## src/gfd_pkg.sv

```systemverilog
package gfd_pkg;

   localparam int COLOR_BITS = 16;
   localparam int CHANNELS = 3;
   localparam int PIXEL_BITS = 1 + CHANNELS * COLOR_BITS;
   localparam int DATA_BITS = ((PIXEL_BITS + 7) / 8) * 8;

   localparam int WIDTH_BITS = 12;
   localparam int HEIGHT_BITS = 13;
   localparam logic [WIDTH_BITS-1:0] WIDTH_RESET = 12'd1024;
   localparam logic [HEIGHT_BITS-1:0] HEIGHT_RESET = 13'd1024;

   localparam int CSR_INDEX_BITS = 2;
   localparam int CSR_DATA_BITS = 13;
   localparam logic [CSR_INDEX_BITS-1:0] CSR_FRAME_WIDTH = 2'd0;
   localparam logic [CSR_INDEX_BITS-1:0] CSR_FRAME_HEIGHT = 2'd1;

   localparam logic ACTION_PIXEL = 1'b0;
   localparam logic ACTION_DRAIN = 1'b1;

   localparam int QUEUE_DEPTH = 4;
   localparam int QUEUE_PTR_BITS = $clog2(QUEUE_DEPTH);
   localparam int QUEUE_CNT_BITS = $clog2(QUEUE_DEPTH + 1);

   localparam int NEIGHBORS = 8;
   localparam int SUM_BITS = COLOR_BITS + 3;
   localparam int CNT_BITS = 4;
   localparam int RECIP_SHIFT = COLOR_BITS + 6;
   localparam int RECIP_BITS = RECIP_SHIFT + 1;
   localparam int PROD_BITS = SUM_BITS + RECIP_BITS;
   localparam longint unsigned RECIP_ONE = 64'd1 << RECIP_SHIFT;

   // ceil(2^RECIP_SHIFT / n), indexed by neighbor count
   localparam logic [RECIP_BITS-1:0] RECIP [NEIGHBORS+1] = '{
      RECIP_BITS'(0),
      RECIP_BITS'(RECIP_ONE),
      RECIP_BITS'((RECIP_ONE + 1) / 2),
      RECIP_BITS'((RECIP_ONE + 2) / 3),
      RECIP_BITS'((RECIP_ONE + 3) / 4),
      RECIP_BITS'((RECIP_ONE + 4) / 5),
      RECIP_BITS'((RECIP_ONE + 5) / 6),
      RECIP_BITS'((RECIP_ONE + 6) / 7),
      RECIP_BITS'((RECIP_ONE + 7) / 8)
   };

   typedef logic [COLOR_BITS-1:0] color_type;

   typedef struct packed {
      logic filled;
      color_type [CHANNELS-1:0] rgb;
   } px_type;

   typedef struct packed {
      logic valid;
      px_type px;
   } cell_type;

   typedef struct packed {
      logic restart;
      logic [WIDTH_BITS-1:0] width;
      logic [HEIGHT_BITS-1:0] height;
   } cfg_type;

endpackage

```

## src/gfd_queue.sv

```systemverilog
module gfd_queue (
   input  logic clock,
   input  logic reset,
   input  logic flush,
   input  logic push,
   input  gfd_pkg::cell_type push_data,
   output logic full,
   input  logic pop,
   output logic valid,
   output gfd_pkg::cell_type data
);
   import gfd_pkg::*;

   cell_type slot_ff [QUEUE_DEPTH];
   logic [QUEUE_PTR_BITS-1:0] wr_ff, wr_in, rd_ff, rd_in;
   logic [QUEUE_CNT_BITS-1:0] count_ff, count_in;
   logic do_push, do_pop;

   assign full = (count_ff == QUEUE_CNT_BITS'(QUEUE_DEPTH));
   assign valid = (count_ff != '0);
   assign data = slot_ff[rd_ff];
   assign do_push = push && !full;
   assign do_pop = pop && valid;

   always_comb begin
      wr_in = do_push ? wr_ff + QUEUE_PTR_BITS'(1) : wr_ff;
      rd_in = do_pop ? rd_ff + QUEUE_PTR_BITS'(1) : rd_ff;
      count_in = count_ff;
      if (do_push && !do_pop) begin
         count_in = count_ff + QUEUE_CNT_BITS'(1);
      end else if (do_pop && !do_push) begin
         count_in = count_ff - QUEUE_CNT_BITS'(1);
      end
   end

   always_ff @(posedge clock) begin
      if (reset || flush) begin
         wr_ff <= '0;
         rd_ff <= '0;
         count_ff <= '0;
      end else begin
         wr_ff <= wr_in;
         rd_ff <= rd_in;
         count_ff <= count_in;
      end
   end

   always_ff @(posedge clock) begin
      if (do_push) begin
         slot_ff[wr_ff] <= push_data;
      end
   end

endmodule

```

## config.mk

```make
export PLATFORM = sky130hd
export DESIGN_NAME = gfd_queue
export DESIGN_NICKNAME = d
export VERILOG_FILES = /design/src/gfd_pkg.sv /design/src/gfd_queue.sv
export SDC_FILE = /design/constraint.sdc
export NUM_CORES = 1
export LEC_CHECK = 0
export ABC_CLOCK_PERIOD_IN_PS = 2250
export BUFFER_PORTS_ARGS = -buffer_cell sky130_fd_sc_hd__buf_2
export CAP_MARGIN = 10
export CORE_MARGIN = 8
export CORE_UTILIZATION = 53
export CTS_BUF_LIST = sky130_fd_sc_hd__clkbuf_4 sky130_fd_sc_hd__clkbuf_8
export CTS_CLUSTER_SIZE = 16
export DETAILED_ROUTE_END_ITERATION = 10
export PLACE_DENSITY = 0.89
export RECOVER_POWER = 100
export SYNTH_ARGS = -nofsm -noshare
export SYNTH_HDL_FRONTEND = slang
export SYNTH_SLANG_ARGS = --single-unit
```

## constraint.sdc

```tcl
create_clock -name clock -period 2.25 [get_ports clock]
set_input_delay 0.1125 -clock clock [delete_from_list [all_inputs] [get_ports clock]]
set_output_delay 0.1125 -clock clock [all_outputs]
set_load 0.03 [all_outputs]
```

# Word level (Yosys, flattened, before mapping)
# Memories as Yosys holds them, arrays and structs flattened. A register that Yosys moved wholly into a read port is not among the register bits.
# Cells that the tools add are included.
totals:
  regBits: 7
  ram_bits: 200
  in_bits: 55
  output_inout_bits: 52
  word_cells: 25
  mem_count: 1
op_classes:
  n_addsub: 4
  n_eq_ne: 1
  n_mux: 6
  reduce_logical: 10
mem_list:
  columns: ["memory", "words", "width", "rd", "rd_ports_with_merged_regs", "wr", "line", "text"]
  rows:
  - ["slot_ff", 4, 50, 1, 1, 1, "gfd_queue.sv:14", "cell_type slot_ff [QUEUE_DEPTH];"]
ops:
  columns: ["cell", "n"]
  rows:
  - ["two-way mux 3 bit", 2]
  - ["adder 2 x 1 -> 2 bit (second input constant)", 2]
  - ["logical AND 1 bit", 4]
  - ["two-way mux 2 bit", 2]
  - ["adder 3 x 1 -> 3 bit (second input constant)", 1]
  - ["equality test 3 bit (second input constant)", 1]
  - ["logical NOT 1 bit", 3]
  - ["nonzero test 3 bit", 1]
  - ["subtractor 3 x 1 -> 3 bit (second input constant)", 1]
  - ["two-way mux 1 bit", 2]
  - ["nonzero test 2 bit", 1]
  - ["logical OR 1 bit", 1]

# Depth between registers and ports, before layout
# Gate-level depths: netlist (run 1).
logic_depth:
  ltp_word: 7
  depth_mapped: 9
  depth_no_buf: 8

# Worst setup path before layout (run 1)
# No wires, ideal clock.
synth_path:
  kind: "flip-flop to flip-flop"
  startpoint: "register count_ff[0]"
  endpoint: "register count_ff[2]"
  arrival_time_ns: 2.048
  required_ns: 2.180
  path_slack_ns: 0.132
  path_stages_with_launch: 10
  path_buffers: 1
  path_cell_list: "dfxtp_1 -> or3b_1 -> buf_6 -> and2_4 -> ha_1 -> inv_1 -> fa_1 -> xor2_1 -> or3_2 -> a21oi_1"
synth_via:
  elab_chain_len: 6
synth_rtl:
  columns: ["item", "line", "text"]
  rows:
  - ["start, declared", "gfd_queue.sv:16", "logic [QUEUE_CNT_BITS-1:0] count_ff, count_in;"]
  - ["start signal, assigned", "gfd_queue.sv:44", "count_ff <= count_in;"]
  - ["equality test 3 bit *", "gfd_queue.sv:19", "assign full = (count_ff == QUEUE_CNT_BITS'(QUEUE_DEPTH));"]
  - ["logical NOT 1 bit *", "gfd_queue.sv:22", "assign do_push = push && !full;"]
  - ["logical AND 1 bit *", "gfd_queue.sv:22", null]
  - ["net do_push", "gfd_queue.sv:17", "logic do_push, do_pop;"]
  - ["logical NOT 1 bit", "gfd_queue.sv:31", "end else if (do_pop && !do_push) begin"]
  - ["logical AND 1 bit", "gfd_queue.sv:31", null]
  - ["nonzero test 2 bit (no line)", null, null]
# Mark *: on every way through the listed nets, which the timed path passes. The rest lies on a longest branch. The select of a mux whose other input is x is not followed.
# A chain may end at the register's enable or synchronous reset.

# Worst setup path in the final report (run 1)
layout_path:
  startpoint: "register count_ff[2]"
  endpoint: "register count_ff[2]"
# The elaborated chain is that of the path after synthesis.

==> results of run 1 <==
## critical path, cell delays in order (launching register included)
cell and delay, ns:
dfxtp_1 0.40, or3b_1 0.39, and2_4 0.18, ha_1 0.22
inv_1 0.07, fa_1 0.17, xor2_1 0.07, or3_2 0.41
a21oi_1 0.14
## placed cells by master, fill, tap and decap left out, types with 5 or more instances in the layout
| cell type | instances |
|---|---|
| clkbuf_2 | 52 |
| nor2_1 | 6 |
| clkinv_1 | 8 |
| clkbuf_4 | 9 |
| ha_1 | 5 |
| dlygate4sd3_1 | 57 |
| mux4_2 | 50 |
| clkbuf_8 | 37 |
| clkbuf_1 | 53 |
| dfxtp_1 | 5 |
| edfxtp_1 | 200 |
## cell families after synthesis
kind of cell	share of synthesized area, %
AOI/OAI and AO/OA	0.668
xor gates and xnor gates	0.456
buffers and inverters	1.06
and+or+nand+nor	1.34
DFF	80.6
adders and majority gates	1.08
muxes	14.8
## repair_timing
action	4_1_cts	5_1_grt
hold endpoints to repair	209	0
endpoints found under the setup margin	0	1
hold buffers	57	0
resized for setup	0	3
## state kept, by name, summed over array words and instances, names as in the netlist, named ones only
register	count
rd_ff	2
wr_ff	2
slot_ff	200
count_ff	3
## power groups by stage
stage,combinational (W),sequential [W],clock (W)
after floorplan,0.000501,0.00451,0
after global placement,0.000745,0.00451,0
after detailed placement,0.000765,0.00452,0
after CTS,0.000844,0.00444,0.00309
after global routing,0.000865,0.00445,0.00323
final,0.000811,0.00444,0.00301
## metrics by stage
| stage | cell area, um^2 | cells | worst slack, ns | hold slack, ns |
|---|---|---|---|---|
| global placement | 8500 | 597 | 0.116 | 0.322 |
| finish | 9600 | 713 | 0.120 | 0.416 |
| CTS | 9700 | 712 | 0.0423 | 0.335 |
| floorplan | 7670 | 312 | 0.132 | 0.211 |
| detailed placement | 8500 | 597 | 0.0583 | 0.329 |
| global route | 9600 | 713 | 0.0178 | 0.412 |
## cell type report
cell class,count,area (um^2),share of cell area [%]
clock inverters,12,50.0,0.521
flip-flops and latches,209,6190,64.5
well taps,184,230,2.40
clock buffers,46,577,6.01
diodes,1,2.50,0.0261
repair buffers,172,1130,11.7
inverters,4,15.0,0.156
multi-input cells,85,1410,14.7
## worst min-delay path by stage
stage	endpoint	slack (ns)	depth (start not counted)
detailed placement	slot_ff[2][27]$_DFFE_PP_	0.33	1
CTS	slot_ff[0][0]$_DFFE_PP_	0.33	2
floorplan	slot_ff[0][0]$_DFFE_PP_	0.21	0
global route	slot_ff[0][27]$_DFFE_PP_	0.41	2
global placement	slot_ff[0][42]$_DFFE_PP_	0.32	1
finish	slot_ff[0][0]$_DFFE_PP_	0.42	2
## per-layer routing
metal  global-route usage [%]  vias up  part of all wire, %
li1                         -     1720                    -
met4                     7.57        0                  2.1
met3                     3.77       31                  6.0
met5                        0        -                    0
met2                     28.5      130                   54
met1                     18.5     1956                   38
==> impl_metrics.env, run 1 <==
export IMPL_run_status="completed"
export IMPL_finish_utilization_pct=67.1
export IMPL_required_ns=2.68
export IMPL_reg2reg_setup_slack_ns=0.12
export IMPL_power_w=0.00826
export IMPL_die_h_um=136
export IMPL_pin_count=107
export IMPL_slew_limit_headroom_pct=50.4
export IMPL_fin_crit_ns=2.13
export IMPL_min_delay_start="push_data[0]"
export IMPL_peakVddDrop_v=0.000558
export IMPL_path_class="register to register"
export IMPL_rr_endpoint="count_ff[2]$_SDFFE_PP0P_"
export IMPL_clk_pin_slew_ns=0.06
export IMPL_synth_nets=373
export IMPL_htreeDepth=2
export IMPL_grt_pass1_wl_mm=22.6
export IMPL_vias_per_cell=5.38
export IMPL_r2r_start="count_ff[2]$_SDFFE_PP0P_"
export IMPL_worst_setup_path_start_kind="register"
export IMPL_gp_congestion=0.705
export IMPL_slew_viol_final=0
export IMPL_wirelength_mm=14.6
export IMPL_power_density_nw_per_um2=860
export IMPL_startpoint="count_ff[2]$_SDFFE_PP0P_"
export IMPL_fin_crit_sh_pct=94.7
export IMPL_rsz0062_at_grt="false"
export IMPL_post_cts_buffers=0
export IMPL_crit_arrival_ns=2.56
export IMPL_synth_seq_cells=209
export IMPL_initial_utilization_pct=53.6
export IMPL_cts_buffer_depth=3
export IMPL_setup_tns_ns=0
export IMPL_seq_area_frac_synth_pct=80.6
export IMPL_hold_viol=0
export IMPL_die_width_um=136
export IMPL_seqPwrFrac_pct=53.8
export IMPL_synth_most_common_cell="edfxtp_1"
export IMPL_end_kind="register"
export IMPL_ys_flop_type="edfxtp_1"
export IMPL_dpl_hpwl_mm=8.53
export IMPL_maxCapViolCount=0
export IMPL_drive_gt1_share_pct=33.1
export IMPL_synth_top_area_share_pct=78.3
export IMPL_dieArea_um2=18600
export IMPL_wl_per_cell_um=20.5
export IMPL_ys_warn_count=0
export IMPL_switching_share_pct=22.8
export IMPL_crit_path_end="count_ff[2]$_SDFFE_PP0P_"
export IMPL_synth_area_leaders="edfxtp_1 78%, mux4_2 15%, dfxtp_1 2.3%, ha_1 0.82%, xor2_1 0.46%"
export IMPL_numCtsBuffers=34
export IMPL_hold_class="primary input to register"
export IMPL_drt_pass1_iterations=4
export IMPL_antenna_found_initial=1
export IMPL_ys_types=25
export IMPL_placement_io_buffers=106
export IMPL_synth_edf_count=200
export IMPL_synth_async_reset_ratio_pct=0
export IMPL_drt_iter0_markers=243
export IMPL_p_leak_nw=3.22
export IMPL_yosysTopAreaCell="edfxtp_1"
export IMPL_critPathMaxFanout=6
export IMPL_max_freq_mhz=469
export IMPL_num_rows=44
export IMPL_clkPwrFrac_pct=36.4
export IMPL_cts_root_buffer_cell="clkbuf_8"
export IMPL_syn_area_per_cell_um2=24.6
export IMPL_synthTopCellsByCount="200 x edfxtp_1, 50 x mux4_2, 9 x dfxtp_1, 8 x clkbuf_1, 6 x nor2_1"
export IMPL_vias=3837
export IMPL_syn2layout_area_growth_pct=25.1
export IMPL_cts_sinks=209
export IMPL_core_area_um2=14300
export IMPL_cts_tree="built"
export IMPL_combPwrFrac_pct=9.8
export IMPL_syn_inst=312
export IMPL_synth_area_um2=7670
export IMPL_drtAntennaViolNets=0
export IMPL_worst_slew_pin_slew_ns=0.743
export IMPL_nNetsFinal=567
export IMPL_worstRegToRegCells=8
export IMPL_intPower_w=0.00638
export IMPL_grt_max_degree=51
export IMPL_drc=0
export IMPL_switchingPower_w=0.00188
export IMPL_num_fill_cells=944
export IMPL_setup_viol=0
export IMPL_insertion_delay_ns=0.50
export IMPL_grt_overflow=0
export IMPL_fin_skew_ns=0.0175
export IMPL_grtUsageTotal_pct=16.2
export IMPL_grt_pass1_vias=4395
No activity file was read; power rests on OpenSTA's default activity.
==> inputs of run 2 (changes only) <==
--- a/config.mk
+++ b/config.mk
@@ -5,15 +5,15 @@
 export SDC_FILE = /design/constraint.sdc
 export NUM_CORES = 1
 export LEC_CHECK = 0
-export ABC_CLOCK_PERIOD_IN_PS = 2250
+export ABC_AREA = 1
 export BUFFER_PORTS_ARGS = -buffer_cell sky130_fd_sc_hd__buf_2
 export CAP_MARGIN = 10
 export CORE_MARGIN = 8
-export CORE_UTILIZATION = 53
+export CORE_UTILIZATION = 54
 export CTS_BUF_LIST = sky130_fd_sc_hd__clkbuf_4 sky130_fd_sc_hd__clkbuf_8
 export CTS_CLUSTER_SIZE = 16
 export DETAILED_ROUTE_END_ITERATION = 10
-export PLACE_DENSITY = 0.89
+export PLACE_DENSITY = 0.9
 export RECOVER_POWER = 100
 export SYNTH_ARGS = -nofsm -noshare
 export SYNTH_HDL_FRONTEND = slang
==> impl_metrics.env, run 2 <==
export IMPL_run_status="completed"
export IMPL_synth_area_leaders="edfxtp_1 75%, nor2_1 5.2%, o22ai_1 3.9%, o21ai_1 3.7%, o21ai_0 2.5%"
export IMPL_r2r_start="count_ff[0]$_SDFFE_PP0P_"
export IMPL_hold_viol=0
export IMPL_die_h_um=138
export IMPL_drtAntennaViolNets=0
export IMPL_insertion_delay_ns=0.52
export IMPL_grtUsageTotal_pct=18.0
export IMPL_core_area_um2=14500
export IMPL_fin_crit_ns=2.12
export IMPL_ys_flop_type="edfxtp_1"
export IMPL_clk_pin_slew_ns=0.06
export IMPL_synth_nets=614
export IMPL_crit_chain="inv_4 -> clkbuf_4 -> o21ai_1 -> o22ai_1 -> clkbuf_2"
export IMPL_ys_types=24
export IMPL_num_rows=44
export IMPL_synth_most_common_cell="edfxtp_1"
export IMPL_layout_common_cells="200 x edfxtp_1, 111 x nor2_1, 60 x o21ai_1, 56 x dlygate4sd3_1, 54 x clkbuf_1"
export IMPL_vias_per_cell=5.51
export IMPL_required_ns=2.14
export IMPL_grt_pass1_vias=5521
export IMPL_max_freq_mhz=473
export IMPL_p_leak_nw=3.43
export IMPL_drc=0
export IMPL_syn_area_per_cell_um2=14.5
export IMPL_finalNonFillerCells=941
export IMPL_power_density_nw_per_um2=869
export IMPL_synthTopCellsByCount="200 x edfxtp_1, 112 x nor2_1, 60 x o21ai_1, 50 x o22ai_1, 40 x o21ai_0"
export IMPL_drt_pass1_iterations=5
export IMPL_n_antenna_cell=0
export IMPL_syn_inst=553
export IMPL_syn2layout_area_growth_pct=21.0
export IMPL_synth_area_um2=8040
export IMPL_die_width_um=138
export IMPL_gp_congestion=0.811
export IMPL_top_register="slot_ff"
export IMPL_yosysTopAreaCell="edfxtp_1"
export IMPL_pin_count=107
export IMPL_numCtsBuffers=34
export IMPL_antenna_found_initial=0
export IMPL_grt_max_degree=101
export IMPL_cpPeakStageDelay_ns=0.40
export IMPL_path_class="register to primary output"
export IMPL_power_w=0.00846
export IMPL_synth_async_reset_ratio_pct=0
export IMPL_initial_utilization_pct=55.3
export IMPL_largest_reg_flops=200
export IMPL_ys_warn_count=0
export IMPL_setup_viol=0
export IMPL_slew_viol_final=0
export IMPL_cts_root_buffer_cell="clkbuf_8"
export IMPL_grt_overflow=0
export IMPL_critPathMaxFanout=20
export IMPL_reg2reg_setup_slack_ns=0.29
export IMPL_fin_crit_sh_pct=94.0
export IMPL_hold_end="slot_ff[1][10]$_DFFE_PP_"
export IMPL_hold_class="primary input to register"
export IMPL_worstRegToRegCells=5
export IMPL_grt_pass1_wl_mm=27.9
export IMPL_maxCapViolCount=0
export IMPL_slew_limit_headroom_pct=38.7
export IMPL_min_path_cells=2
export IMPL_dieArea_um2=19100
export IMPL_peakVddDrop_v=0.000634
export IMPL_placement_io_buffers=106
export IMPL_rr_endpoint="slot_ff[1][26]$_DFFE_PP_"
export IMPL_crit_arrival_ns=2.00
export IMPL_fin_skew_ns=0.0318
export IMPL_min_delay_start="push_data[10]"
export IMPL_vias=5183
export IMPL_rsz0062_at_grt="false"
export IMPL_setup_tns_ns=0
export IMPL_dpl_hpwl_mm=10.3
export IMPL_top_regs="slot_ff x200, count_ff x3"
export IMPL_end_kind="primary output"
export IMPL_seq_area_frac_synth_pct=76.9
export IMPL_synth_top_area_share_pct=74.7
export IMPL_nNetsFinal=795
export IMPL_drt_iter0_markers=497
export IMPL_synth_edf_count=200
export IMPL_drive_gt1_share_pct=16.2
export IMPL_wirelength_mm=17.9
export IMPL_worst_slew_pin_slew_ns=0.920
export IMPL_cts_sinks=209
export IMPL_worst_setup_path_start_kind="register"
export IMPL_crit_slowest_cell="dfxtp_2"
export IMPL_timing_hold_ws_ns=0.414
export IMPL_synth_seq_cells=209
export IMPL_cts_buffer_depth=3
export IMPL_htreeDepth=2
export IMPL_wl_per_cell_um=19.0
export IMPL_dp_cells=825
export IMPL_final_common_cell="edfxtp_1"
export IMPL_cts_tree="built"
## run 2: cell types whose count changed in the layout (fill, tap and decap cells not counted), moves of 4 or more
| cell | delta |
|---|---|
| nand2_1 | +16 |
| o21ai_0 | +39 |
| and3_2 | -4 |
| buf_2 | +7 |
| inv_1 | +11 |
| clkbuf_2 | -5 |
| o21ai_1 | +60 |
| nor2_1 | +105 |
| mux4_2 | -50 |
| o22ai_1 | +50 |
## run 2: what timing repair did
item                                   4_1_cts  5_1_grt
endpoints found under the hold margin      207        0
resized for setup                            0        3
hold buffers                                56        0
setup endpoints to repair                    0       16
buffers inserted                             0        1
## run 2: cell families after synthesis
family,count (synthesis),share of synthesized area (%)
AOI/OAI and AO/OA,154,10.4
DFF,209,76.9
adders and majority gates,6,1.03
xor gates and xnor gates,1,0.109
buffers and inverters,48,5.07
and+or+nand+nor,135,6.50
## run 2: where the power goes
group / internal, W / total, W / switching (W)
sequential: 0.00442 / 0.00447 / 0.0000495
clock: 0.00171 / 0.00312 / 0.00141
combinational: 0.000262 / 0.000870 / 0.000608
total: 0.00640 / 0.00846 / 0.00206
## run 2: area by class of cell
| type | instances | area (um^2) |
|---|---|---|
| repair buffers | 176 | 1130 |
| clock inverters | 15 | 97.6 |
| clock buffers | 44 | 549 |
| fillers | 1019 | 4800 |
| inverters | 17 | 78.8 |
| multi-input cells | 296 | 1450 |
| well taps | 184 | 230 |
| flip-flops and latches | 209 | 6190 |
## run 2: worst max-delay path, delay by kind of cell, from the launching register on
kind                   cells  cell delay [ns]
AOI/OAI and AO/OA          2             0.30
DFF                        1             0.40
buffers and inverters      3             0.80
## run 2: worst max-delay path by stage
| stage | slack (ns) | endpoint | depth (start not counted) | from |
|---|---|---|---|---|
| CTS | 0.04 | data[0] | 4 | register |
| detailed placement | 0.27 | count_ff[2]$_SDFFE_PP0P_ | 13 | count_ff[0]$_SDFFE_PP0P_ |
| finish | 0.13 | data[19] | 5 | register |
| global route | 0.04 | data[23] | 4 | register |
| global placement | 0.37 | count_ff[2]$_SDFFE_PP0P_ | 13 | count_ff[0]$_SDFFE_PP0P_ |
| floorplan | -0.14 | slot_ff[0][0]$_DFFE_PP_ | 4 | count_ff[0]$_SDFFE_PP0P_ |
## run 2: layer usage
metal / share of wire (%) / wire length, um / vias up / GRT usage [%]
li1: - / - / 2422 / -
met3: 7.9 / 1420 / 22 / 5.68
met5: 0 / 0 / - / 0
met4: 1.1 / 196 / 0 / 5.21
met1: 40 / 7100 / 2522 / 20.4
met2: 51 / 9200 / 217 / 31.8
## run 2: metrics by stage
step | area [um^2] | setup WS (ns) | utilization [%]
2_1_floorplan | 8050 | -0.142 | -
3_3_place_gp | 8650 | 0.372 | 59.5
3_5_place_dp | 8650 | 0.268 | 59.5
4_1_cts | 9860 | 0.0385 | 67.8
5_1_grt | 9730 | 0.0408 | 67.0
6_report | 9730 | 0.134 | 67.0
