## src/gfd_pkg.sv

```systemverilog
package gfd_pkg;

   localparam int COLOR_BITS = 16;
   localparam int CHANNELS = 3;
   localparam int PIXEL_BITS = 1 + CHANNELS * COLOR_BITS;
   localparam int DATA_BITS = ((PIXEL_BITS + 7) / 8) * 8;

   localparam int WIDTH_BITS = 12;
   localparam int HEIGHT_BITS = 13;
   localparam logic [WIDTH_BITS-1:0] WIDTH_RESET = 12'd1024;
   localparam logic [HEIGHT_BITS-1:0] HEIGHT_RESET = 13'd1024;

   localparam int CSR_INDEX_BITS = 2;
   localparam int CSR_DATA_BITS = 13;
   localparam logic [CSR_INDEX_BITS-1:0] CSR_FRAME_WIDTH = 2'd0;
   localparam logic [CSR_INDEX_BITS-1:0] CSR_FRAME_HEIGHT = 2'd1;

   localparam logic ACTION_PIXEL = 1'b0;
   localparam logic ACTION_DRAIN = 1'b1;

   localparam int QUEUE_DEPTH = 4;
   localparam int QUEUE_PTR_BITS = $clog2(QUEUE_DEPTH);
   localparam int QUEUE_CNT_BITS = $clog2(QUEUE_DEPTH + 1);

   localparam int NEIGHBORS = 8;
   localparam int SUM_BITS = COLOR_BITS + 3;
   localparam int CNT_BITS = 4;
   localparam int RECIP_SHIFT = COLOR_BITS + 6;
   localparam int RECIP_BITS = RECIP_SHIFT + 1;
   localparam int PROD_BITS = SUM_BITS + RECIP_BITS;
   localparam longint unsigned RECIP_ONE = 64'd1 << RECIP_SHIFT;

   // ceil(2^RECIP_SHIFT / n), indexed by neighbor count
   localparam logic [RECIP_BITS-1:0] RECIP [NEIGHBORS+1] = '{
      RECIP_BITS'(0),
      RECIP_BITS'(RECIP_ONE),
      RECIP_BITS'((RECIP_ONE + 1) / 2),
      RECIP_BITS'((RECIP_ONE + 2) / 3),
      RECIP_BITS'((RECIP_ONE + 3) / 4),
      RECIP_BITS'((RECIP_ONE + 4) / 5),
      RECIP_BITS'((RECIP_ONE + 5) / 6),
      RECIP_BITS'((RECIP_ONE + 6) / 7),
      RECIP_BITS'((RECIP_ONE + 7) / 8)
   };

   typedef logic [COLOR_BITS-1:0] color_type;

   typedef struct packed {
      logic filled;
      color_type [CHANNELS-1:0] rgb;
   } px_type;

   typedef struct packed {
      logic valid;
      px_type px;
   } cell_type;

   typedef struct packed {
      logic restart;
      logic [WIDTH_BITS-1:0] width;
      logic [HEIGHT_BITS-1:0] height;
   } cfg_type;

endpackage

```

## src/gfd_front.sv

```systemverilog
module gfd_front #(
   parameter int MAX_WIDTH = 2048,
   parameter int MAX_HEIGHT = 4096
) (
   input  logic clock,
   input  logic reset,
   input  gfd_pkg::cfg_type cfg,
   input  logic req_tvalid,
   output logic req_tready,
   input  logic [gfd_pkg::DATA_BITS-1:0] req_tdata,
   input  logic req_tuser,
   input  logic q_full,
   output logic q_push,
   output gfd_pkg::cell_type q_data
);
   import gfd_pkg::*;

   localparam int CB = $clog2(MAX_WIDTH);
   localparam int RB = $clog2(MAX_HEIGHT);
   localparam int DB = $clog2(MAX_WIDTH + 2);
   localparam int XA = (DB > CB + 1) ? DB : CB + 1;
   localparam int XW = (XA > WIDTH_BITS) ? XA : WIDTH_BITS;
   localparam int YW = (RB + 1 > HEIGHT_BITS) ? RB + 1 : HEIGHT_BITS;

   logic [CB-1:0] col_ff, col_in;
   logic [RB-1:0] row_ff, row_in;
   logic [DB-1:0] drain_ff, drain_in;
   logic primed_ff, primed_in;
   logic accept, at_start, drain_ok, col_last, row_last;
   px_type px;

   assign req_tready = !q_full;
   assign accept = req_tvalid && !q_full;
   assign px = px_type'(req_tdata[PIXEL_BITS-1:0]);
   assign at_start = (col_ff == '0) && (row_ff == '0);
   assign drain_ok = at_start && primed_ff && (XW'(drain_ff) <= XW'(cfg.width));
   assign col_last = (XW'(col_ff) + XW'(1)) >= XW'(cfg.width);
   assign row_last = (YW'(row_ff) + YW'(1)) >= YW'(cfg.height);

   always_comb begin
      col_in = col_ff;
      row_in = row_ff;
      drain_in = drain_ff;
      primed_in = primed_ff;
      q_push = 1'b0;
      q_data = '0;
      if (accept) begin
         unique case (req_tuser)
            ACTION_PIXEL: begin
               q_push = 1'b1;
               q_data.valid = 1'b1;
               q_data.px = px;
               primed_in = 1'b1;
               drain_in = '0;
               if (col_last) begin
                  col_in = '0;
                  row_in = row_last ? '0 : row_ff + RB'(1);
               end else begin
                  col_in = col_ff + CB'(1);
               end
            end
            ACTION_DRAIN: begin
               if (drain_ok) begin
                  q_push = 1'b1;
                  drain_in = drain_ff + DB'(1);
               end
            end
         endcase
      end
   end

   always_ff @(posedge clock) begin
      if (reset || cfg.restart) begin
         col_ff <= '0;
         row_ff <= '0;
         drain_ff <= '0;
         primed_ff <= 1'b0;
      end else begin
         col_ff <= col_in;
         row_ff <= row_in;
         drain_ff <= drain_in;
         primed_ff <= primed_in;
      end
   end

endmodule

```

## config.mk

```make
export PLATFORM = sky130hd
export DESIGN_NAME = gfd_front
export DESIGN_NICKNAME = d
export VERILOG_FILES = /design/src/gfd_pkg.sv /design/src/gfd_front.sv
export SDC_FILE = /design/constraint.sdc
export NUM_CORES = 1
export LEC_CHECK = 0
export BUFFER_PORTS_ARGS = -buffer_cell sky130_fd_sc_hd__buf_2
export CAP_MARGIN = 30
export CORE_MARGIN = 3
export CORE_UTILIZATION = 48
export DETAILED_ROUTE_END_ITERATION = 16
export PLACE_DENSITY = 0.8
export SLEW_MARGIN = 20
export SYNTH_ARGS = -nofsm -noshare
export SYNTH_HDL_FRONTEND = slang
export SYNTH_SLANG_ARGS = --single-unit
```

## constraint.sdc

```tcl
create_clock -name clock -period 3.2 [get_ports clock]
set_clock_uncertainty 0.1 [all_clocks]
set_input_delay 0.64 -clock clock [delete_from_list [all_inputs] [get_ports clock]]
set_output_delay 0.64 -clock clock [all_outputs]
set_load 0.1 [all_outputs]
```

Word level (Yosys, flattened, before mapping). Cells that the tools add are included.

Bitwise operators: 1. $add $sub $neg: 5. Reductions and logical operators: 11. Multiplexer cells: 9. $mul: 0. Order comparisons: 3. Div/mod/pow operators: 0. Equality and inequality tests: 1. Shift operators: 0.

Operators by type and width (count): two-way mux 50 bit (2); adder 12 x 1 -> 12 bit, second input constant (2); two-way mux 12 bit (2); one-hot mux 12 bit (2 select lines) (1); adder 12 x 1 -> 13 bit, second input constant (1); greater-or-equal comparator 13 bit (1); adder 11 x 1 -> 12 bit, second input constant (1); greater-or-equal comparator 12 bit (1); <= comparator 12 bit (1); logical NOT 12 bit (1); adder 11 x 1 -> 11 bit, second input constant (1); logical NOT 11 bit (1); two-way mux 11 bit (1); logical AND 1 bit (4); AND reduction 2 bit (2); AND reduction 3 bit (1); two-way mux 1 bit (2); inequality test 2 x 1 -> 1 bit, second input constant (1); one-hot mux 1 bit (2 select lines) (1); logical NOT 1 bit (1); logical OR 1 bit (1); inverter 1 bit (1).

ROM bits: 0. Memories kept: 0. Output and inout bits: 52. Register bits after elaboration: 36. Bits in latches: 0. Input bits: 87. Logic and storage cells: 34. Bits in writable memories: 0.

Logic depth before layout (Yosys ltp). Gate-level depths: netlist of the first run.

Depth in word-level cells: 7. Gate-level depth with buffers: 12. Gate-level depth less buffers: 12.

Worst setup path after synthesis of the first run. Ideal clock, no wire load.

Path kind: in2out. Start: in q_full. End: out q_data[39] in the netlist's numbering. Data required time: 2460 ps. Cell stages on the path: 5. Path slack: -1078 ps. Arrival: 3538 ps. Buffers on the path: 1. Cell sequence: inv_1 -> nand3_1 -> inv_1 -> clkbuf_1 -> and2_1.

RTL lines: from (decl) (RTL line gfd_front.sv:12) `input logic q_full,`; to (decl) (RTL line gfd_front.sv:14) `output gfd_pkg::cell_type q_data`.

Final worst setup path of the first run.
Start: reg row_ff[4]. End: reg row_ff[2].

Word-level cells in the longest chain between the ends: 3.

RTL lines: from (decl) (RTL line gfd_front.sv:26) `logic [RB-1:0] row_ff, row_in;`; from (signal assigned) (RTL line gfd_front.sv:80) `row_ff <= row_in;`; adder 12 x 1 -> 13 bit (RTL line gfd_front.sv:38) `assign row_last = (YW'(row_ff) + YW'(1)) >= YW'(cfg.height);`; greater-or-equal comparator 13 bit (RTL line gfd_front.sv:38); two-way mux 12 bit (RTL line gfd_front.sv:57) `row_in = row_last ? '0 : row_ff + RB'(1);`.

No other way between the ends. A chain may end at the register's enable or synchronous reset.

==> results of run 1 <==
worst paths after layout:
check / endpoint / startpoint
worst max-delay path: row_ff[2]$_SDFFE_PP0P_ / row_ff[4]$_SDFFE_PP0P_
worst min-delay path: primed_ff$_SDFFE_PP0P_ / primed_ff$_SDFFE_PP0P_
worst max register to register: row_ff[2]$_SDFFE_PP0P_ / row_ff[4]$_SDFFE_PP0P_
worst min register to register: primed_ff$_SDFFE_PP0P_ / primed_ff$_SDFFE_PP0P_
power by group through the flow:
stage | registers (mW) | logic [mW] | clock network [mW]
2_1_floorplan | 0.459 | 0.206 | 0
3_3_place_gp | 0.459 | 0.353 | 0
3_5_place_dp | 0.459 | 0.360 | 0
4_1_cts | 0.448 | 0.362 | 0.334
5_1_grt | 0.449 | 0.390 | 0.349
6_report | 0.448 | 0.370 | 0.335
routing by layer:
layer / vias up / track usage
met1: 1632 / 0.2767
met3: 25 / 0.1145
met2: 164 / 0.4657
met4: 0 / 0.09341
met5: - / 0
li1: 1728 / -
flip-flops by register name, indices dropped and copies added, names as in the netlist:
name and cells:
col_ff 11, drain_ff 12, primed_ff 1, row_ff 12
worst max-delay path, delay by kind of cell, from the launching register on:
family,cells,cell delay (ps)
and+or+nand+nor,6,1450
AOI/OAI and AO/OA,3,560
DFF,1,370
adders and majority gates,1,280
xor gates and xnor gates,1,270
area by class of cell:
type | instances | area share
multi-input cells | 325 | 0.4940
clock buffers | 7 | 0.01505
clock inverters | 1 | 0.001727
well taps | 77 | 0.01900
repair buffers | 142 | 0.2990
flip-flops and latches | 36 | 0.1424
inverters | 38 | 0.02887
layout by cell type (no fill, tap or decap), drive strengths merged, types with 3 or more instances in the layout:
cell type	n
o211ai	3
clkbuf	7
a311oi	5
a22o	9
a21o	6
a21oi	27
xnor2	12
or3	3
inv	37
nor4	4
nor2	25
buf	142
ha	42
o21a	4
o21ai	13
nand2b	5
nor3	8
nand2	27
and3	10
nand3	20
or2	3
o311ai	3
nand4	7
and2	51
a211oi	5
dfxtp	36
xor2	12
metrics by stage:
stage                       util  setup TNS, ps  hold slack, ps
after CTS                 0.7638              0           411.5
final                     0.7808              0           407.1
after floorplan                -              0           332.3
after detailed placement  0.7507              0           394.3
after global placement    0.7507              0           342.9
after global routing      0.7808         -46.64           446.3
cells by family (layout without fill, tap and decap cells):
kind of cell             count (synthesis)  count (layout)
XOR/XNOR                                24              24
AO/OA/AOI/OAI                           88              89
multiplexers                             1               1
buffers and inverters                   53             188
adder cells (fa/ha/maj)                 42              42
AND/OR/NAND/NOR                        169             169
flip-flops                              36              36
==> metrics.yaml, run 1 <==
syn_to_final_growth_pct: 54.99
power.share.switching: 0.3538
wl_um: 10380
crit_slowest_cell: "or4_4"
placed_cells: 617
start_util: 0.5038
synthMuxAreaShare: 0.003059
reg2reg_depth: 11
setup-violations-final: 0
synth-simple-area-share: 0.2887
synth_area_leader_cell: "dfxtp_1"
yosys-top-cells-area: "dfxtp_1 22%, ha_1 16%, and2_1 9.8%"
maxCapViolCount: 0
hold_class: "register to register"
cts_resized: 0
max_stage_delay_ps: 610
multiInputGateArea_um2: 2505
drc: 0
fillers: 409
gp_congestion: 0.9146
synth.most_common_cell: "and2_1"
wl_per_cell_um: 16.57
clk_pin_slew_worst_paths_ps: 80
grt_pass1_wl_um: 16280
r2r_slack_ps: 40
synth_top_cell_area_share: 0.2203
num_antenna_cells: 0
synth_xor_area_frac: 0.06654
cts_tree: "yes"
slew_violations: 0
die_w_um: 88.56
drive_gt1_frac: 0.4262
max-clock-path-buffers: 2
fmax_ghz: 0.3166
stdcell_count: 626
cp-start-kind: "register"
grt_pass1_vias: 3583
clock-sinks: 36
synth_top_family_by_area: "simple AND/OR/NAND/NOR gates"
rows: 29
top_layer: "met4"
worst-setup-path-type: "register to register"
hold_depth: 2
synth-seq-cells: 36
yosys.area_share.adder: 0.1606
port_buffers: 131
dpl.hpwl_um: 8279
grt_overflow: 0
root_buffer: "clkbuf_8"
core_um2: 6495
fin_total_pwr_mw: 1.153
min_period_over_period: 0.9872
vdd_ir_drop_max_v: 0.0001861
netlist_instances: 413
cts-htree-levels: 2
wl_met3_um: 1117
antenna_found_initial: 0
wl_met1_um: 3765
p_int_mw: 0.7452
vias: 3549
ios: 139
synth_edf_count: 0
avgSynthCellArea_um2: 7.922
die-area_um2: 7843
die_h_um: 88.56
cts_made_buffers: 5
ant_nets: 0
seqCellArea_um2: 721.9
p_leak_nw: 2.375
drt_first_pass_iters: 4
fin_ws_ps: 40.95
dr_wl_met2_um: 5205
dp_slack_ps: 17.63
worst_slew_pin_slew_ps: 581.8
synth_cell_types: 60
holdBufCountCts: 0
synth_area_um2: 3272
period_needed_ps: 3159
p_sw_mw: 0.4080
grt_start_max_net_pins: 59
cellPowerDensity_nw_per_um2: 227.4
status: "complete, no violations"
synth_compound_area_frac: 0.1950
crit_fanout: 8
hold_violations: 0
slew_headroom: 0.6114
fin_area_um2: 5071
clock_power_share: 0.290
clock_latency_ps: 300
end_kind: "register"
cp.arrival_ps: 3240
fin_nets: 677
syn_nets: 542
drtIter0Drc: 261
seqPwrFrac: 0.389
avgViaCountPerCell: 5.669
ys_seq_area_frac: 0.2203
crit_required_ps: 3280
post_cts_buffers: 0
combPwrFrac: 0.321
grt_util_all_layers: 0.2628
async_flop_share: 0
synthTopCellsByCount: "51 x and2_1, 42 x ha_1, 36 x dfxtp_1, 36 x inv_1, 27 x nand2_1"
placed_area_um2: 4876
synth-main-ff-cell: "dfxtp_1"
cp_cell_sequence: "and3_1 -> and3_2 -> nand3_2 -> nor2_2 -> xor2_1 -> ha_2 -> o2111ai_4 -> or4_4 -> o211ai_4 -> nor2_4 -> a22o_1"
ys_warn_count: 0
Power figures use the tool's default switching activity.
==> run 2, diff against run 1 <==
clock period = 3.4 ns   (was 3.2 ns; I/O delays follow)
==> run 2 against run 1 <==
- power rose by 0.29%
- core utilization fell by 1.3 points
- count of clock-buffer cells in the layout fell by 2
- critical path type unchanged
==> metrics.yaml, run 2 (synthesis gave the netlist of run 1 again) <==
status: "complete, no violations"
grt_pass1_vias: 3562  # -0.59%
start_util: 0.5038  # unchanged
die_w_um: 88.56  # unchanged
drive_gt1_frac: 0.4092  # -0.01706
fillers: 426  # +4.2%
cellPowerDensity_nw_per_um2: 231.8  # +2.0%
period_needed_ps: 3303  # +144.2 ps
grt_pass1_wl_um: 16360  # +0.46%
rr_startpoint: "row_ff[3]$_SDFFE_PP0P_"
grt-busiest-layer: "met2"
fin_area_um2: 4989  # -1.6%
hold_ws_ps: 390.1  # -17.00 ps
drc: 0  # unchanged
vdd_ir_drop_max_v: 0.0002435  # +31%
vias: 3549  # unchanged
drt_first_pass_iters: 6  # +2
drtIter0Drc: 196  # -25%
crit_fanout: 5  # -3
root_buffer: "clkbuf_8"
slew_headroom: 0.6160  # +0.004682
grt_start_max_net_pins: 32  # -46%
syn_to_final_growth_pct: 52.47
layout_common_cells: "80 x buf_2, 51 x buf_12, 48 x and2_2"
grt_overflow: 0  # unchanged
clk_pin_slew_worst_paths_ps: 80  # about the same
end_kind: "register"
min_period_over_period: 0.9716  # -0.01565
cts_made_buffers: 5  # unchanged
clock-sinks: 36  # unchanged
placed_area_um2: 4833  # -0.87%
reg2reg_depth: 11  # unchanged
ant_nets: 0  # unchanged
hold_depth: 2  # unchanged
cts-htree-levels: 2  # unchanged
maxCapViolCount: 0  # unchanged
cp.arrival_ps: 3450  # +210 ps
rows: 29  # unchanged
fmax_ghz: 0.3027  # -4.4%
startpoint: "row_ff[3]$_SDFFE_PP0P_"
fin_nets: 673  # -0.59%
slew_violations: 0  # unchanged
die-area_um2: 7843  # unchanged
max-clock-path-buffers: 2  # unchanged
setup-violations-final: 0  # unchanged
crit_required_ps: 3550  # +270 ps
antenna_found_initial: 0  # unchanged
p_leak_nw: 2.333  # -1.8%
worstHoldStart: "drain_ff[0]$_SDFFE_PP0P_"
hold_class: "register to register"
utilization: 0.7681  # -0.01271
post_cts_buffers: 0  # unchanged
grtUsageMet2: 0.4677  # +0.002039
final_common_cell: "buf_2"
clock_latency_ps: 300  # about the same
wl_per_cell_um: 17.00  # +2.6%
avgViaCountPerCell: 5.706  # +0.64%
grt_util_all_layers: 0.2657  # +0.002841
hold_violations: 0  # unchanged
cp-start-kind: "register"
wl_um: 10570  # +1.9%
met3_usage: 0.1155  # +0.0009311
grtUsageMet1: 0.2889  # +0.01227
die_h_um: 88.56  # unchanged
port_buffers: 131  # unchanged
worst_slew_pin_slew_ps: 575.9  # -5.901 ps
cts_tree: "yes"
gp_congestion: 0.8709  # -4.8%
dpl.hpwl_um: 8243  # -0.44%
largestRegisters: "drain_ff (12), row_ff (12), col_ff (11)"
num_antenna_cells: 0  # unchanged
fin_total_pwr_mw: 1.157  # +0.29%
ios: 139  # unchanged
worst-setup-path-type: "register to register"
core_um2: 6495  # unchanged
==> run 2: cell type report <==
cell class | count | area [um2] | area share
clock inverters | 3 | 42.54 | 0.008528
well taps | 77 | 96.34 | 0.01931
clock buffers | 5 | 68.82 | 0.01379
inverters | 38 | 146.4 | 0.02935
repair buffers | 138 | 1474 | 0.2955
flip-flops and latches | 36 | 720.7 | 0.1445
multi-input cells | 325 | 2440 | 0.4891
==> run 2: per-layer routing <==
layer | vias up | share of wire
met5 | - | 0
met4 | 0 | 0.020
met3 | 18 | 0.10
met2 | 160 | 0.51
met1 | 1659 | 0.36
li1 | 1712 | -
==> run 2: per-stage QoR <==
| step | worst slack (ps) | instances | TNS [ps] |
|---|---|---|---|
| 2_1_floorplan | 165.4 | 413 | 0 |
| 3_3_place_gp | 262.8 | 613 | 0 |
| 3_5_place_dp | 148.2 | 613 | 0 |
| 4_1_cts | 116.9 | 621 | 0 |
| 5_1_grt | -65.10 | 622 | -294.1 |
| 6_report | 96.72 | 622 | 0 |
==> run 2: path summary, 6_finish.rpt <==
kind | endpoint | slack [ps]
min reg2reg | drain_ff[0]$_SDFFE_PP0P_ | 390
max | row_ff[5]$_SDFFE_PP0P_ | 100
min | drain_ff[0]$_SDFFE_PP0P_ | 390
max reg2reg | row_ff[5]$_SDFFE_PP0P_ | 100
==> run 2: repair_timing <==
item / in CTS / in global routing
resized for setup: 0 / 10
hold buffers: 0 / 0
endpoints found under the setup margin: 0 / 10
==> run 2: worst max-delay path, stage by stage (launching register included) <==
cell	delay, ps
dfxtp_1	420
and3_1	200
and3_2	250
nand3_2	170
nor3_2	250
xor2_1	240
ha_1	300
a21o_1	210
a211oi_2	310
o211ai_1	250
o311ai_1	390
o21a_1	170
==> run 2: power breakdown <==
| part | leakage [nW] | internal (mW) | switching, mW |
|---|---|---|---|
| Combinational | 1.99 | 0.129 | 0.212 |
| Sequential | 0.290 | 0.422 | 0.000682 |
| Clock | 0.0541 | 0.217 | 0.176 |
| Total | 2.33 | 0.768 | 0.389 |
==> run 3, diff against run 2 <==
CORE_MARGIN = 4   (was 3)
==> run 3 against run 2 <==
- design area about the same
- via count fell by 1.4%
- register-to-register slack improved by 100 ps
- maximum frequency increased by 2.2%
- combinational power about the same
- largest power group unchanged
- highest routed layer unchanged
- worst hold slack got worse by 4.6 ps
- die area rose by 4.6%
- non-clock buffer count grew 2
==> metrics.yaml, run 3 (synthesis gave the netlist of run 1 again) <==
p_sw_mw: 0.3710  # -4.6%
cp.arrival_ps: 2450  # -1000 ps
cp_cell_sequence: "buf_2 -> inv_1 -> ha_1 -> nand4_1 -> or2_2 -> o41ai_1 -> a21oi_1 -> inv_2 -> buf_12"
power.share.switching: 0.3250  # -0.01105
stdcell_count: 625  # +0.48%
holdBufCountCts: 0  # unchanged
clock_power_share: 0.331  # -0.009
port_buffers: 131  # unchanged
period_needed_ps: 3233  # -70.09 ps
wl_um: 10010  # -5.3%
combPwrFrac: 0.299  # +0.004
largestRegisters: "drain_ff (12), row_ff (12), col_ff (11)"
grt_start_max_net_pins: 51  # +59%
ant_nets: 0  # unchanged
die-area_um2: 8201  # +4.6%
worst-setup-path-type: "input port to primary output"
clk_pin_slew_worst_paths_ps: 80  # about the same
clock-sinks: 36  # unchanged
grtUsageMet1: 0.2515  # -0.03741
rsz0062_at_grt: "false"
cts_made_buffers: 5  # unchanged
fin_area_um2: 4986  # about the same
dpl.hpwl_um: 8230  # -0.16%
grtUsageMet2: 0.4385  # -0.02917
ios: 139  # unchanged
fin_nets: 674  # +0.15%
grt_overflow: 0  # unchanged
gp_congestion: 0.8759  # +0.57%
die_w_um: 90.56  # +2.3%
fmax_ghz: 0.3093  # +2.2%
fin_ws_ps: 166.8  # +70.09 ps
hold_ws_ps: 385.5  # -4.584 ps
grt-busiest-layer: "met2"
die_h_um: 90.56  # +2.3%
p_leak_nw: 2.343  # +0.41%
drive_gt1_frac: 0.4048  # -0.004412
rows: 29  # unchanged
layout_common_cells: "80 x buf_2, 52 x buf_12, 48 x and2_2"
slew_headroom: 0.6052  # -0.01083
vdd_ir_drop_max_v: 0.0001413  # -42%
p_int_mw: 0.7704  # +0.33%
end_kind: "primary output"
tns_ps: 0  # unchanged
grt_pass1_vias: 3532  # -0.84%
slew_violations: 0  # unchanged
drt_first_pass_iters: 5  # -1
crit_required_ps: 2620  # -930 ps
cts-htree-levels: 2  # unchanged
grt_pass1_wl_um: 16440  # +0.46%
crit_slowest_cell: "ha_1"
maxCapViolCount: 0  # unchanged
grt_util_all_layers: 0.2399  # -0.02572
cellPowerDensity_nw_per_um2: 228.9  # -1.3%
min_period_over_period: 0.9509  # -0.02061
drtIter0Drc: 234  # +19%
start_util: 0.5038  # unchanged
syn_to_final_growth_pct: 52.39  # about the same
final_common_cell: "buf_2"
clock_latency_ps: 290  # about the same
path_delay_family: "compound AO/OA/AOI/OAI gates"
worst_slew_pin_slew_ps: 592.2  # +16.25 ps
max-clock-path-buffers: 2  # unchanged
cp.buffers_inverters: 4  # +4
vias: 3499  # -1.4%
root_buffer: "clkbuf_8"
placed_cells: 613  # unchanged
seqPwrFrac: 0.370  # +0.005
antenna_found_initial: 1  # +1
max_stage_delay_ps: 330  # -90 ps
setup-violations-final: 0  # unchanged
cts_tree: "yes"
avgViaCountPerCell: 5.598  # -1.9%
placed_area_um2: 4846  # +0.26%
hold_class: "register to register"
dp_slack_ps: 185.4  # +37.15 ps
cp-start-kind: "input port"
met3_usage: 0.1017  # -0.01379
wl_per_cell_um: 16.02  # -5.8%
status: "complete, no violations"
drc: 0  # unchanged
hold_violations: 0  # unchanged
core_um2: 6495  # unchanged
crit_fanout: 6  # +1
-- run 3: cell types whose count changed in the layout (fill, tap and decap cells not counted), sizes merged --
cell	previous run	this run
diode	0	2
buf	138	140
o211ai	3	2
clkbuf	5	6
clkinvlp	2	1
-- run 3: cell type report --
cell class	instances	area, um2
clock inverters	2	35.03
inverters	38	146.4
well taps	77	96.34
repair buffers	140	1501
multi-input cells	324	2407
clock buffers	6	72.57
flip-flops and latches	36	721.9
diodes	2	5.005
fillers	421	1509
-- run 3: path summary, 6_finish.rpt --
kind                            end  slack, ps  cells past startpoint                   start
min          primed_ff$_SDFFE_PP0P_        390                      2  primed_ff$_SDFFE_PP0P_
max                          q_push        170                      9                 cfg[20]
max reg2reg  row_ff[2]$_SDFFE_PP0P_        200                     12  row_ff[4]$_SDFFE_PP0P_
min reg2reg  primed_ff$_SDFFE_PP0P_        390                      2  primed_ff$_SDFFE_PP0P_
-- run 3: repair_timing --
item | in CTS | in global routing
resized for setup | 0 | 6
buffers inserted | 0 | 2
endpoints found under the setup margin | 0 | 10
-- run 3: power by group through the flow --
stage               Sequential [mW]  Clock (mW)  Combinational (mW)
global route                  0.422       0.395               0.362
finish                        0.422       0.378               0.341
global placement              0.432           0               0.331
detailed placement            0.432           0               0.339
CTS                           0.422       0.383               0.340
floorplan                     0.432           0               0.194
-- run 3: through the flow --
stage                       util  power [mW]
after floorplan                -      0.6262
after global placement    0.7461      0.7637
after detailed placement  0.7461      0.7709
after CTS                 0.7627       1.145
after global routing      0.7677       1.180
final                     0.7677       1.141
-- run 3: layer usage --
metal,up-vias,wire [um]
li1,1724,-
met4,0,165
met5,-,0
met3,15,1097
met2,164,5144
met1,1596,3606
-- run 3: worst reg2reg max path, stage by stage (launching register included) --
cell and delay [ps]:
dfxtp_1 410, and3_1 190, and3_2 240, nand3_2 150, nor3_2 220, xor2_1 120
ha_1 310, o2111ai_1 150, or4_1 560, o211ai_2 140, buf_4 200, nor2_4 60
a22o_1 250
